`src/hsl_pkg.sv`:
```
package hsl_pkg;

    // Input ranges.
    localparam int unsigned HUE_MAX = 359;
    localparam int unsigned PCT_MAX = 100;

    // Hue geometry in whole degrees.
    localparam int unsigned HUE_THIRD = 120;
    localparam int unsigned HUE_TURN  = 360;
    localparam int unsigned HUE_SEG   = 60;
    localparam int unsigned HUE_FALL  = 180;
    localparam int unsigned HUE_LOW   = 240;

    // Lightness below this value uses the l * (1 + s) form of q.
    localparam int unsigned LIGHT_HALF = 50;

    // Field widths.
    localparam int unsigned HUE_W  = 9;
    localparam int unsigned PCT_W  = 7;
    localparam int unsigned CHAN_W = 8;

    // Internal widths: p and q over 10000, channel numerator over 600000,
    // scaled numerator 255 * n + 300000 and the rounding quotient.
    localparam int unsigned PQ_W   = 14;
    localparam int unsigned FRAC_W = 6;
    localparam int unsigned NUM_W  = 20;
    localparam int unsigned X_W    = 28;
    localparam int unsigned QE_W   = 9;

    // Divide by 600000 through a reciprocal: 2^38 / 600000, rounded down.
    localparam int unsigned RECIP_SHIFT = 38;
    localparam int unsigned RECIP_W     = 19;
    localparam logic [RECIP_W-1:0] RECIP = RECIP_W'(458129);
    localparam logic [NUM_W-1:0]   DENOM = NUM_W'(600000);
    localparam logic [NUM_W-1:0]   HALF  = NUM_W'(300000);
    localparam int unsigned PROD_W = X_W + RECIP_W;
    localparam int unsigned REM_W  = X_W + 1;

    // Pipeline depth.
    localparam int unsigned NUM_STAGES = 6;

    typedef logic [NUM_STAGES-1:0] t_stage_en;

endpackage

```
`src/hsl_to_rgb_converter.sv`:
```
// HSL to RGB colour converter, six-stage pipeline.
// Throughput: one item per cycle while the output is not stalled; a stall holds only the stages that carry items.
// The reciprocal multiplier and its remainder check set the stage depth.
// Reset (synchronous, active low) clears all valid bits; the data path is not reset.
module hsl_to_rgb_converter (
    input  logic                          i_clk,
    input  logic                          i_rst_n,
    input  logic                          i_valid,
    output logic                          o_stall,
    input  logic [hsl_pkg::HUE_W-1:0]     i_hue_deg,
    input  logic [hsl_pkg::PCT_W-1:0]     i_sat_pct,
    input  logic [hsl_pkg::PCT_W-1:0]     i_light_pct,
    output logic                          o_valid,
    input  logic                          i_stall,
    output logic [hsl_pkg::CHAN_W-1:0]    o_red,
    output logic [hsl_pkg::CHAN_W-1:0]    o_green,
    output logic [hsl_pkg::CHAN_W-1:0]    o_blue,
    output logic                          o_range_error
);

    hsl_pkg::t_stage_en            r_valid;
    hsl_pkg::t_stage_en            n_valid;
    hsl_pkg::t_stage_en            w_en;
    logic [hsl_pkg::NUM_STAGES-1:1] r_err;
    logic                          w_err1;
    logic [hsl_pkg::PQ_W-1:0]      w_p;
    logic [hsl_pkg::PQ_W-1:0]      w_q;
    logic [hsl_pkg::HUE_W-1:0]     w_t_red;
    logic [hsl_pkg::HUE_W-1:0]     w_t_green;
    logic [hsl_pkg::HUE_W-1:0]     w_t_blue;
    logic [hsl_pkg::CHAN_W-1:0]    w_red;
    logic [hsl_pkg::CHAN_W-1:0]    w_green;
    logic [hsl_pkg::CHAN_W-1:0]    w_blue;

    // A stage loads when it is empty or the stage after it moves on, so
    // bubbles are squeezed out during a stall.
    always_comb begin
        w_en[hsl_pkg::NUM_STAGES-1] = !r_valid[hsl_pkg::NUM_STAGES-1] || !i_stall;
        for (int k = hsl_pkg::NUM_STAGES - 2; k >= 0; k--) begin
            w_en[k] = !r_valid[k] || w_en[k+1];
        end
    end

    always_comb begin
        n_valid[0] = w_en[0] ? i_valid : r_valid[0];
        for (int k = 1; k < hsl_pkg::NUM_STAGES; k++) begin
            n_valid[k] = w_en[k] ? r_valid[k-1] : r_valid[k];
        end
    end

    always_ff @(posedge i_clk) begin
        if (!i_rst_n) begin
            r_valid <= '0;
        end else begin
            r_valid <= n_valid;
        end
    end

    // The range flag travels alongside the channel stages.
    always_ff @(posedge i_clk) begin
        if (w_en[1]) begin
            r_err[1] <= w_err1;
        end
        for (int k = 2; k < hsl_pkg::NUM_STAGES; k++) begin
            if (w_en[k]) begin
                r_err[k] <= r_err[k-1];
            end
        end
    end

    hsl_prep u_prep (
        .i_clk         (i_clk),
        .i_en          (w_en[0]),
        .i_hue_deg     (i_hue_deg),
        .i_sat_pct     (i_sat_pct),
        .i_light_pct   (i_light_pct),
        .o_p           (w_p),
        .o_q           (w_q),
        .o_t_red       (w_t_red),
        .o_t_green     (w_t_green),
        .o_t_blue      (w_t_blue),
        .o_range_error (w_err1)
    );

    hsl_chan u_chan_red (
        .i_clk  (i_clk),
        .i_en   (w_en),
        .i_p    (w_p),
        .i_q    (w_q),
        .i_t    (w_t_red),
        .o_chan (w_red)
    );

    hsl_chan u_chan_green (
        .i_clk  (i_clk),
        .i_en   (w_en),
        .i_p    (w_p),
        .i_q    (w_q),
        .i_t    (w_t_green),
        .o_chan (w_green)
    );

    hsl_chan u_chan_blue (
        .i_clk  (i_clk),
        .i_en   (w_en),
        .i_p    (w_p),
        .i_q    (w_q),
        .i_t    (w_t_blue),
        .o_chan (w_blue)
    );

    // Out-of-range items show zero channels.
    assign o_stall       = !w_en[0];
    assign o_valid       = r_valid[hsl_pkg::NUM_STAGES-1];
    assign o_range_error = r_err[hsl_pkg::NUM_STAGES-1];
    assign o_red         = o_range_error ? '0 : w_red;
    assign o_green       = o_range_error ? '0 : w_green;
    assign o_blue        = o_range_error ? '0 : w_blue;

endmodule

```
`src/hsl_prep.sv`:
```
module hsl_prep (
    input  logic                          i_clk,
    input  logic                          i_en,
    input  logic [hsl_pkg::HUE_W-1:0]     i_hue_deg,
    input  logic [hsl_pkg::PCT_W-1:0]     i_sat_pct,
    input  logic [hsl_pkg::PCT_W-1:0]     i_light_pct,
    output logic [hsl_pkg::PQ_W-1:0]      o_p,
    output logic [hsl_pkg::PQ_W-1:0]      o_q,
    output logic [hsl_pkg::HUE_W-1:0]     o_t_red,
    output logic [hsl_pkg::HUE_W-1:0]     o_t_green,
    output logic [hsl_pkg::HUE_W-1:0]     o_t_blue,
    output logic                          o_range_error
);

    logic [15:0]                  n_ls;
    logic [15:0]                  n_hund_l;
    logic [15:0]                  n_hund_s;
    logic [15:0]                  n_q_wide;
    logic [15:0]                  n_p_wide;
    logic [hsl_pkg::HUE_W:0]      n_sum_red;
    logic [hsl_pkg::HUE_W-1:0]    n_t_red;
    logic [hsl_pkg::HUE_W-1:0]    n_t_blue;
    logic                         n_err;
    logic [hsl_pkg::PQ_W-1:0]     r_p;
    logic [hsl_pkg::PQ_W-1:0]     r_q;
    logic [hsl_pkg::HUE_W-1:0]    r_t_red;
    logic [hsl_pkg::HUE_W-1:0]    r_t_green;
    logic [hsl_pkg::HUE_W-1:0]    r_t_blue;
    logic                         r_err;

    // Range check; out-of-range items are zeroed at the output.
    assign n_err = (i_hue_deg > hsl_pkg::HUE_W'(hsl_pkg::HUE_MAX))
                || (i_sat_pct > hsl_pkg::PCT_W'(hsl_pkg::PCT_MAX))
                || (i_light_pct > hsl_pkg::PCT_W'(hsl_pkg::PCT_MAX));

    // q and p as numerators over 10000. With zero saturation both equal
    // 100 * l, which makes every channel the rounded lightness.
    always_comb begin
        n_ls     = 16'(i_light_pct) * 16'(i_sat_pct);
        n_hund_l = 16'(i_light_pct) * 16'(hsl_pkg::PCT_MAX);
        n_hund_s = 16'(i_sat_pct) * 16'(hsl_pkg::PCT_MAX);
        if (i_light_pct < hsl_pkg::PCT_W'(hsl_pkg::LIGHT_HALF)) begin
            n_q_wide = n_hund_l + n_ls;
        end else begin
            n_q_wide = n_hund_l + n_hund_s - n_ls;
        end
        n_p_wide = (n_hund_l << 1) - n_q_wide;
    end

    // Hue positions of the three channels, wrapped into one turn. A position
    // of exactly one full turn is kept and falls into the low segment.
    always_comb begin
        n_sum_red = (hsl_pkg::HUE_W+1)'(i_hue_deg) + (hsl_pkg::HUE_W+1)'(hsl_pkg::HUE_THIRD);
        if (n_sum_red > (hsl_pkg::HUE_W+1)'(hsl_pkg::HUE_TURN)) begin
            n_t_red = hsl_pkg::HUE_W'(n_sum_red - (hsl_pkg::HUE_W+1)'(hsl_pkg::HUE_TURN));
        end else begin
            n_t_red = hsl_pkg::HUE_W'(n_sum_red);
        end
        if (i_hue_deg >= hsl_pkg::HUE_W'(hsl_pkg::HUE_THIRD)) begin
            n_t_blue = i_hue_deg - hsl_pkg::HUE_W'(hsl_pkg::HUE_THIRD);
        end else begin
            n_t_blue = i_hue_deg + hsl_pkg::HUE_W'(hsl_pkg::HUE_LOW);
        end
    end

    always_ff @(posedge i_clk) begin
        if (i_en) begin
            r_p       <= hsl_pkg::PQ_W'(n_p_wide);
            r_q       <= hsl_pkg::PQ_W'(n_q_wide);
            r_t_red   <= n_t_red;
            r_t_green <= i_hue_deg;
            r_t_blue  <= n_t_blue;
            r_err     <= n_err;
        end
    end

    assign o_p           = r_p;
    assign o_q           = r_q;
    assign o_t_red       = r_t_red;
    assign o_t_green     = r_t_green;
    assign o_t_blue      = r_t_blue;
    assign o_range_error = r_err;

endmodule

```
`src/hsl_chan.sv`:
```
module hsl_chan (
    input  logic                          i_clk,
    input  hsl_pkg::t_stage_en            i_en,
    input  logic [hsl_pkg::PQ_W-1:0]      i_p,
    input  logic [hsl_pkg::PQ_W-1:0]      i_q,
    input  logic [hsl_pkg::HUE_W-1:0]     i_t,
    output logic [hsl_pkg::CHAN_W-1:0]    o_chan
);

    logic [hsl_pkg::FRAC_W-1:0]   n_f;
    logic [hsl_pkg::HUE_W-1:0]    n_fall;
    logic [hsl_pkg::FRAC_W-1:0]   r_f;
    logic [hsl_pkg::NUM_W-1:0]    r_p60;
    logic [hsl_pkg::PQ_W-1:0]     r_d;
    logic [hsl_pkg::NUM_W-1:0]    r_num;
    logic [hsl_pkg::X_W-1:0]      r_x4;
    logic [hsl_pkg::X_W-1:0]      r_x5;
    logic [hsl_pkg::QE_W-1:0]     r_qe;
    logic [hsl_pkg::CHAN_W-1:0]   r_chan;
    logic [hsl_pkg::PROD_W-1:0]   w_prod;
    logic [hsl_pkg::REM_W-1:0]    w_back;
    logic [hsl_pkg::REM_W-1:0]    w_rem;
    logic [hsl_pkg::QE_W-1:0]     w_qe_fix;

    // Stage two: the channel is p + (q - p) * f / 60, with f picked by
    // the hue segment: rising, top, falling or bottom.
    always_comb begin
        n_fall = hsl_pkg::HUE_W'(hsl_pkg::HUE_LOW) - i_t;
        if (i_t < hsl_pkg::HUE_W'(hsl_pkg::HUE_SEG)) begin
            n_f = hsl_pkg::FRAC_W'(i_t);
        end else if (i_t < hsl_pkg::HUE_W'(hsl_pkg::HUE_FALL)) begin
            n_f = hsl_pkg::FRAC_W'(hsl_pkg::HUE_SEG);
        end else if (i_t < hsl_pkg::HUE_W'(hsl_pkg::HUE_LOW)) begin
            n_f = hsl_pkg::FRAC_W'(n_fall);
        end else begin
            n_f = '0;
        end
    end

    always_ff @(posedge i_clk) begin
        if (i_en[1]) begin
            r_f   <= n_f;
            r_p60 <= hsl_pkg::NUM_W'(i_p) * hsl_pkg::NUM_W'(hsl_pkg::HUE_SEG);
            r_d   <= i_q - i_p;
        end
    end

    // Stage three: channel numerator over 600000.
    always_ff @(posedge i_clk) begin
        if (i_en[2]) begin
            r_num <= r_p60 + hsl_pkg::NUM_W'(r_d) * hsl_pkg::NUM_W'(r_f);
        end
    end

    // Stage four: scale by 255 and add half the denominator.
    always_ff @(posedge i_clk) begin
        if (i_en[3]) begin
            r_x4 <= (hsl_pkg::X_W'(r_num) << 8) - hsl_pkg::X_W'(r_num)
                  + hsl_pkg::X_W'(hsl_pkg::HALF);
        end
    end

    // Stage five: reciprocal estimate of the quotient, at most one short.
    assign w_prod = hsl_pkg::PROD_W'(r_x4) * hsl_pkg::PROD_W'(hsl_pkg::RECIP);

    always_ff @(posedge i_clk) begin
        if (i_en[4]) begin
            r_qe <= w_prod[hsl_pkg::RECIP_SHIFT +: hsl_pkg::QE_W];
            r_x5 <= r_x4;
        end
    end

    // Stage six: remainder check and a single correction step.
    assign w_back   = hsl_pkg::REM_W'(r_qe) * hsl_pkg::REM_W'(hsl_pkg::DENOM);
    assign w_rem    = hsl_pkg::REM_W'(r_x5) - w_back;
    assign w_qe_fix = (w_rem >= hsl_pkg::REM_W'(hsl_pkg::DENOM))
                    ? r_qe + hsl_pkg::QE_W'(1) : r_qe;

    always_ff @(posedge i_clk) begin
        if (i_en[5]) begin
            r_chan <= hsl_pkg::CHAN_W'(w_qe_fix);
        end
    end

    assign o_chan = r_chan;

endmodule

```
`config.mk`:
```
export PLATFORM = sky130hd
export DESIGN_NAME = hsl_to_rgb_converter
export DESIGN_NICKNAME = d
export VERILOG_FILES = /design/src/hsl_pkg.sv /design/src/hsl_to_rgb_converter.sv /design/src/hsl_prep.sv /design/src/hsl_chan.sv
export SDC_FILE = /design/constraint.sdc
export NUM_CORES = 2
export LEC_CHECK = 0
export ABC_CLOCK_PERIOD_IN_PS = 9000
export BUFFER_PORTS_ARGS = -buffer_cell sky130_fd_sc_hd__buf_2
export CORE_MARGIN = 2
export CORE_UTILIZATION = 59
export CTS_BUF_LIST = sky130_fd_sc_hd__clkbuf_8
export DETAILED_ROUTE_END_ITERATION = 8
export PLACE_DENSITY_LB_ADDON = 0.2
export SLEW_MARGIN = 20
export SYNTH_ARGS = -nofsm -noshare
export SYNTH_HDL_FRONTEND = slang
export SYNTH_HIERARCHICAL = 1
export SYNTH_SLANG_ARGS = --single-unit
```
`constraint.sdc`:
```
create_clock -name i_clk -period 9 [get_ports i_clk]
set_input_delay 1.8 -clock i_clk [delete_from_list [all_inputs] [get_ports i_clk]]
set_output_delay 1.8 -clock i_clk [all_outputs]
set_load 0.05 [all_outputs]
```
Word level (Yosys, flattened, before mapping). Cells that the tools add are included. Widths: inputs -> output; s select.

Logic and storage cells: 129. Input port bits: 27. Output and inout port bits: 27. Register bits: 396.

Add/subtract/negate cells: 27. Multipliers: 13. Muxes and demuxes: 18. $lt $le $gt $ge: 18. Reduce and logical (&&, ||, !) cells: 16.

Operator list (count): $mul 28x19->47 const B (3); $ge 29x20->1 const B (3); $sub 28x29->29 (3); $add 28x19->28 const B (3); $sub 28x20->28 (3); $mul 9x14->23 const B (3); $add 20x20->20 (3); $mul 14x6->20 (3); $lt 9x8->1 const B (6); $mux 6 (9); $mux 8 (6); $sub 14x14->14 (3); $add 14x14->14 (2); $lt 9x6->1 const B (3); $add 8x1->8 const B (3); $mul 7x5->12 const B (2); $mul 14x4->18 const B (1); $mux 9 (2); $sub 6x6->6 const A (3); $gt 7x7->1 const B (2); $mul 7x7->14 (1); $mux 14 (1); $add 9x7->10 const B (1); $gt 10x9->1 const B (1); 8 further kinds (22).

Longest topological paths before layout.
Word-level depth: 8. Mapped depth: 32. Depth with buffers taken out: 32.

By module. The synthesis kept the hierarchy.

By module, submodules not included: hsl_chan (u_chan_red) (area each 21341.7 um2, seq. area each 3753.6 um2, times used 1, cells an instance 2095); hsl_chan (u_chan_green) (area each 21036.4 um2, seq. area each 3753.6 um2, times used 1, cells an instance 2041); hsl_chan (u_chan_blue) (area each 20768.7 um2, seq. area each 3753.6 um2, times used 1, cells an instance 1989); hsl_prep (area each 6723.9 um2, seq. area each 1471.4 um2, times used 1, cells an instance 704); hsl_to_rgb_converter (area each 549.3 um2, seq. area each 270.3 um2, times used 1, cells an instance 57).

Worst setup path after synthesis. OpenSTA, ideal clock, no wires.

Kind: in2reg. From: in i_sat_pct[1] in the netlist's numbering. To: reg u_prep.r_p, in the netlist u_prep/o_p[13] (data pin). Required time: 8741 ps. Setup time: 259 ps. Stages: 31. Path buffers: 0. Path slack: 894 ps. Arrival time: 7847 ps. Cell sequence: clkinv_1 -> nor2_1 -> fa_1 -> inv_1 -> fa_1 -> inv_1 -> fa_1 -> inv_1 -> fa_1 -> inv_1 -> ha_1 -> a21oi_1 -> o21bai_1 -> a21oi_1 -> xnor2_1 -> inv_1 -> fa_1 -> ha_1 -> or3_1 -> o31ai_2 -> o21bai_1 -> a21oi_1 -> xnor2_1 -> mux2_2 -> inv_1 -> ha_1 -> o21a_1 -> nor2_1 -> xnor2_1 -> mux2i_1 -> xnor2_1.

Cells in the longest elaborated chain, start to end: 5. Elaborated cells between the ends (all ways): 7. Those cells by class: add/sub (4); mul (2); mux (1).

RTL lines: start, declared (line hsl_to_rgb_converter.sv:11) `input logic [hsl_pkg::PCT_W-1:0] i_sat_pct,`; $mul 7x5->12 (line hsl_prep.sv:41) `n_hund_s = 16'(i_sat_pct) * 16'(hsl_pkg::PCT_MAX);`; $add 14x14->14 (line hsl_prep.sv:45) `n_q_wide = n_hund_l + n_hund_s - n_ls;`; $sub 14x14->14 (line hsl_prep.sv:45); $mux 14 * (line hsl_prep.sv:42) `if (i_light_pct < hsl_pkg::PCT_W'(hsl_pkg::LIGHT_HALF)) begin`; named net u_prep.n_q_wide[12] (line hsl_prep.sv:18) `logic [15:0] n_q_wide;`; $sub 14x14->14 * (line hsl_prep.sv:47) `n_p_wide = (n_hund_l << 1) - n_q_wide;`; named net u_prep.n_p_wide[13] (line hsl_prep.sv:19) `logic [15:0] n_p_wide;`; end signal, assigned (line hsl_prep.sv:68) `r_p <= hsl_pkg::PQ_W'(n_p_wide);`; end, declared (line hsl_prep.sv:24) `logic [hsl_pkg::PQ_W-1:0] r_p;`.

The timed path passes the listed nets; every way through them passes the cells marked *. A chain may end at the register's enable or synchronous reset.

Worst setup path after layout.
From: in i_light_pct[5] in the netlist's numbering. To: reg u_prep.r_p, in the netlist u_prep/o_p[13] (data pin).

Cells in the longest elaborated chain, start to end: 5. Elaborated cells between the ends (all ways): 8. Those cells by class: add/sub (4); mul (2); order compare (1); mux (1).

RTL lines: start, declared (line hsl_to_rgb_converter.sv:12) `input logic [hsl_pkg::PCT_W-1:0] i_light_pct,`; $mul 7x5->12 (line hsl_prep.sv:40) `n_hund_l = 16'(i_light_pct) * 16'(hsl_pkg::PCT_MAX);`; $add 14x14->14 (line hsl_prep.sv:45); $sub 14x14->14 (line hsl_prep.sv:45); $mux 14 * (line hsl_prep.sv:42); named net u_prep.n_q_wide[12] (line hsl_prep.sv:18); $sub 14x14->14 * (line hsl_prep.sv:47); named net u_prep.n_p_wide[13] (line hsl_prep.sv:19).

Marks and branches as above.

==> flow_summary.toml <==
[route]
drc = 0
wire_per_inst_microns = 17.5
num_vias = 47700
firstDrtPassIters = 6
drt_iter0_drc = 2758
wirelength_microns = 150000
drtAntennaViolNets = 0
drt-vias-per-instance = 5.53

[sta]
maxSlewHeadroom = 0.281
clock_skew_ns = 0.0543
fin_crit_ns = 7.98
grt_setup_unrepaired = "no"
timing.fmax_ghz = 0.125
setup_violations = 0
period_share = 0.886
slew_viol_final = 0
tns_ns = 0
worstMarginPinSlew_ns = 1.05
hold_viol = 0

[hold_path]
hold_path.class = "flop to flop"
hold_depth = 0
min_from = "r_err[2]$_DFFE_PP_"
hold_end = "r_err[3]$_DFFE_PP_"

[cts]
clk_path_buf_depth = 3
insertion_delay_ns = 0.77
h-tree-depth = 3
cts_resized = 0
hold_buffers = 0
cts_buffers = 84
clkTransAtPathRegs_ns = 0.06
cts_setup_buffers = 0
root_buffer = "clkbuf_8"
tritoncts = "built"
clock_sinks = 435

[logic_synthesis]
synth_area_sq_um = 70400
ys.flop_type = "edfxtp_1"
ys_ff_latch = 435
synth_compound_gate_area_share = 0.0929
ys_seq_area_frac = 0.185
synth_top_family_by_area = "adder cells"
synth_edf_count = 429
synth_cells = 6886
synth_area_per_cell_sq_um = 10.2
ys_warn_count = 6
synthMuxAreaShare = 0.00254
synth_fp_nets = 9094
async_reset_ff_frac = 0
synthAdderAreaFrac = 0.500
synthXorXnorAreaFrac = 0.0469
synth_cell_type_count = 108
synthSimpleGateAreaFrac = 0.0841

[grt]
grt_pass1_wl_microns = 255000
antenna_found_initial = 3
grt_pass1_vias = 50800
gr-usage-all-layers = 0.260
grt_overflow = 0
grt_max_degree = 72

[setup_path]
path_common_cell = "inv_1"
path_max_fanout = 4
reg2reg_slack_ns = 1.49
crit_slowest_cell = "fa_1"
end_kind = "flop"
reg2reg_to = "u_chan_green/o_chan[7]$_DFFE_PP_"
critPathArrivalTime_ns = 8.50
rr_worst_depth = 27
path_class = "primary input to flop"
slowest_delay_ns = 0.57
timing.rr.start = "u_chan_green/r_qe[6]$_DFFE_PP_"
crit_required_ns = 9.52
critPathLaunchType = "primary input"

[final_layout]
finalInstanceArea_sq_um = 74400
nets = 9217
stdcell_count = 8612
fin_util = 0.629
layout-drive-gt1-share = 0.0390
syn_to_final_growth_pct = 5.61

[placement]
place_area_sq_um = 72600
post-place-cells = 8459
gp_congestion = 0.923
port_buffers = 53
dpl.hpwl_microns = 127000

[die]
fp.dieW_microns = 349
coreArea_sq_um = 118000
fp.dieH_microns = 349
initial_core_util = 0.596
io_pins = 54
core.rowCount = 126
die_area_sq_um = 122000

[flow_run]
max_cap_viol_count = 0

[run_status]
status = "finished clean"
## worst max-delay path: cells and delay by family
kind | cells | cell delay [ns]
AOI/OAI and AO/OA | 7 | 1.24
xor gates and xnor gates | 4 | 0.57
adders and majority gates | 8 | 3.38
buffers and inverters | 8 | 0.63
muxes | 2 | 0.29
and+or+nand+nor | 3 | 0.60
## sequential cells by signal, summed over array words and instances (netlist names), 13 cells and up
name and count:
u_chan_green/r_x4 28, u_prep/o_q 13, u_chan_green/r_num 20, u_chan_red/r_num 20
u_chan_green/r_p60 18, u_chan_blue/r_p60 18, u_chan_blue/r_num 20, u_chan_green/r_x5 22
u_chan_blue/r_d 14, u_chan_red/r_p60 18, u_chan_red/r_x4 28, u_chan_red/r_d 14
u_chan_blue/r_x4 28, u_prep/o_p 14, u_chan_red/r_x5 22, u_chan_green/r_d 14
u_chan_blue/r_x5 22
## per-stage QoR
stage	setup WS, ns	hold slack (ns)
final	1.02	0.411
after global routing	0.619	0.426
after CTS	1.07	0.408
after detailed placement	0.209	0.405
after global placement	0.314	0.404
after floorplan	0.894	0.400
## worst max-delay path by stage
stage                   startpoint                  endpoint  slack, ns  cells past startpoint
floorplan             i_sat_pct[1]  u_prep/o_p[13]$_DFFE_PP_       0.89                     31
global route        i_light_pct[5]  u_prep/o_p[13]$_DFFE_PP_       0.62                     32
global placement    i_light_pct[5]  u_prep/o_p[13]$_DFFE_PP_       0.31                     32
CTS                 i_light_pct[5]  u_prep/o_p[13]$_DFFE_PP_       1.07                     32
finish              i_light_pct[5]  u_prep/o_p[13]$_DFFE_PP_       1.02                     32
detailed placement  i_light_pct[5]  u_prep/o_p[13]$_DFFE_PP_       0.21                     32
## routing by layer
metal / GRT usage / vias to the layer above / part of all wire
met5: 0 / - / 0
met4: 0.0625 / 0 / 0.022
met3: 0.0314 / 212 / 0.047
met2: 0.441 / 1008 / 0.48
met1: 0.357 / 23600 / 0.45
li1: - / 22800 / -
## cells in the mapped netlist, drive strengths merged (43+ instances only)
master	count	area share
edfxtp	429	0.18
nand2b	43	0.0038
nor3	84	0.0060
inv	1613	0.086
nand3	95	0.0068
and2	82	0.0073
nand2	398	0.021
xor2	114	0.014
o21bai	46	0.0049
fa	1051	0.30
xnor2	262	0.033
o21ai	184	0.013
a21o	129	0.014
nor2	281	0.015
a21oi	289	0.021
o21a	54	0.0058
nor2b	80	0.0071
ha	1130	0.20
## cells by family (layout without fill, tap and decap cells)
logic type      Yosys count  after routing
fa+ha+maj              2183           2183
buf+inv                1659           1848
simple gates           1230           1230
compound gates          986            986
flops                   435            435
xor+xnor                376            376
mux                      17             17
other cells               0              1
## area by class of cell
class                           count  area [sq um]
Inverter                         1615          6060
Timing Repair Buffer               81           475
Clock inverter                     65           537
Sequential cell                   435         13000
Multi-Input combinational cell   4792         51200
Tap cell                         1536          1920
Fill cell                        9625         43900
Antenna cell                        1          2.50
Clock buffer                       87          1200
## cells in the final DEF, fill, tap and decap left out, drive strengths merged, types with 129 or more instances in the layout
master	netlist	layout
fa	1051	1051
inv	1613	1638
ha	1130	1130
edfxtp	429	429
a21oi	289	289
nor2	281	281
xnor2	262	262
a21o	129	129
o21ai	184	184
nand2	398	398
Power is not shown: default switching activity piles up to over one toggle a cycle in this logic, so the estimate is an artifact.
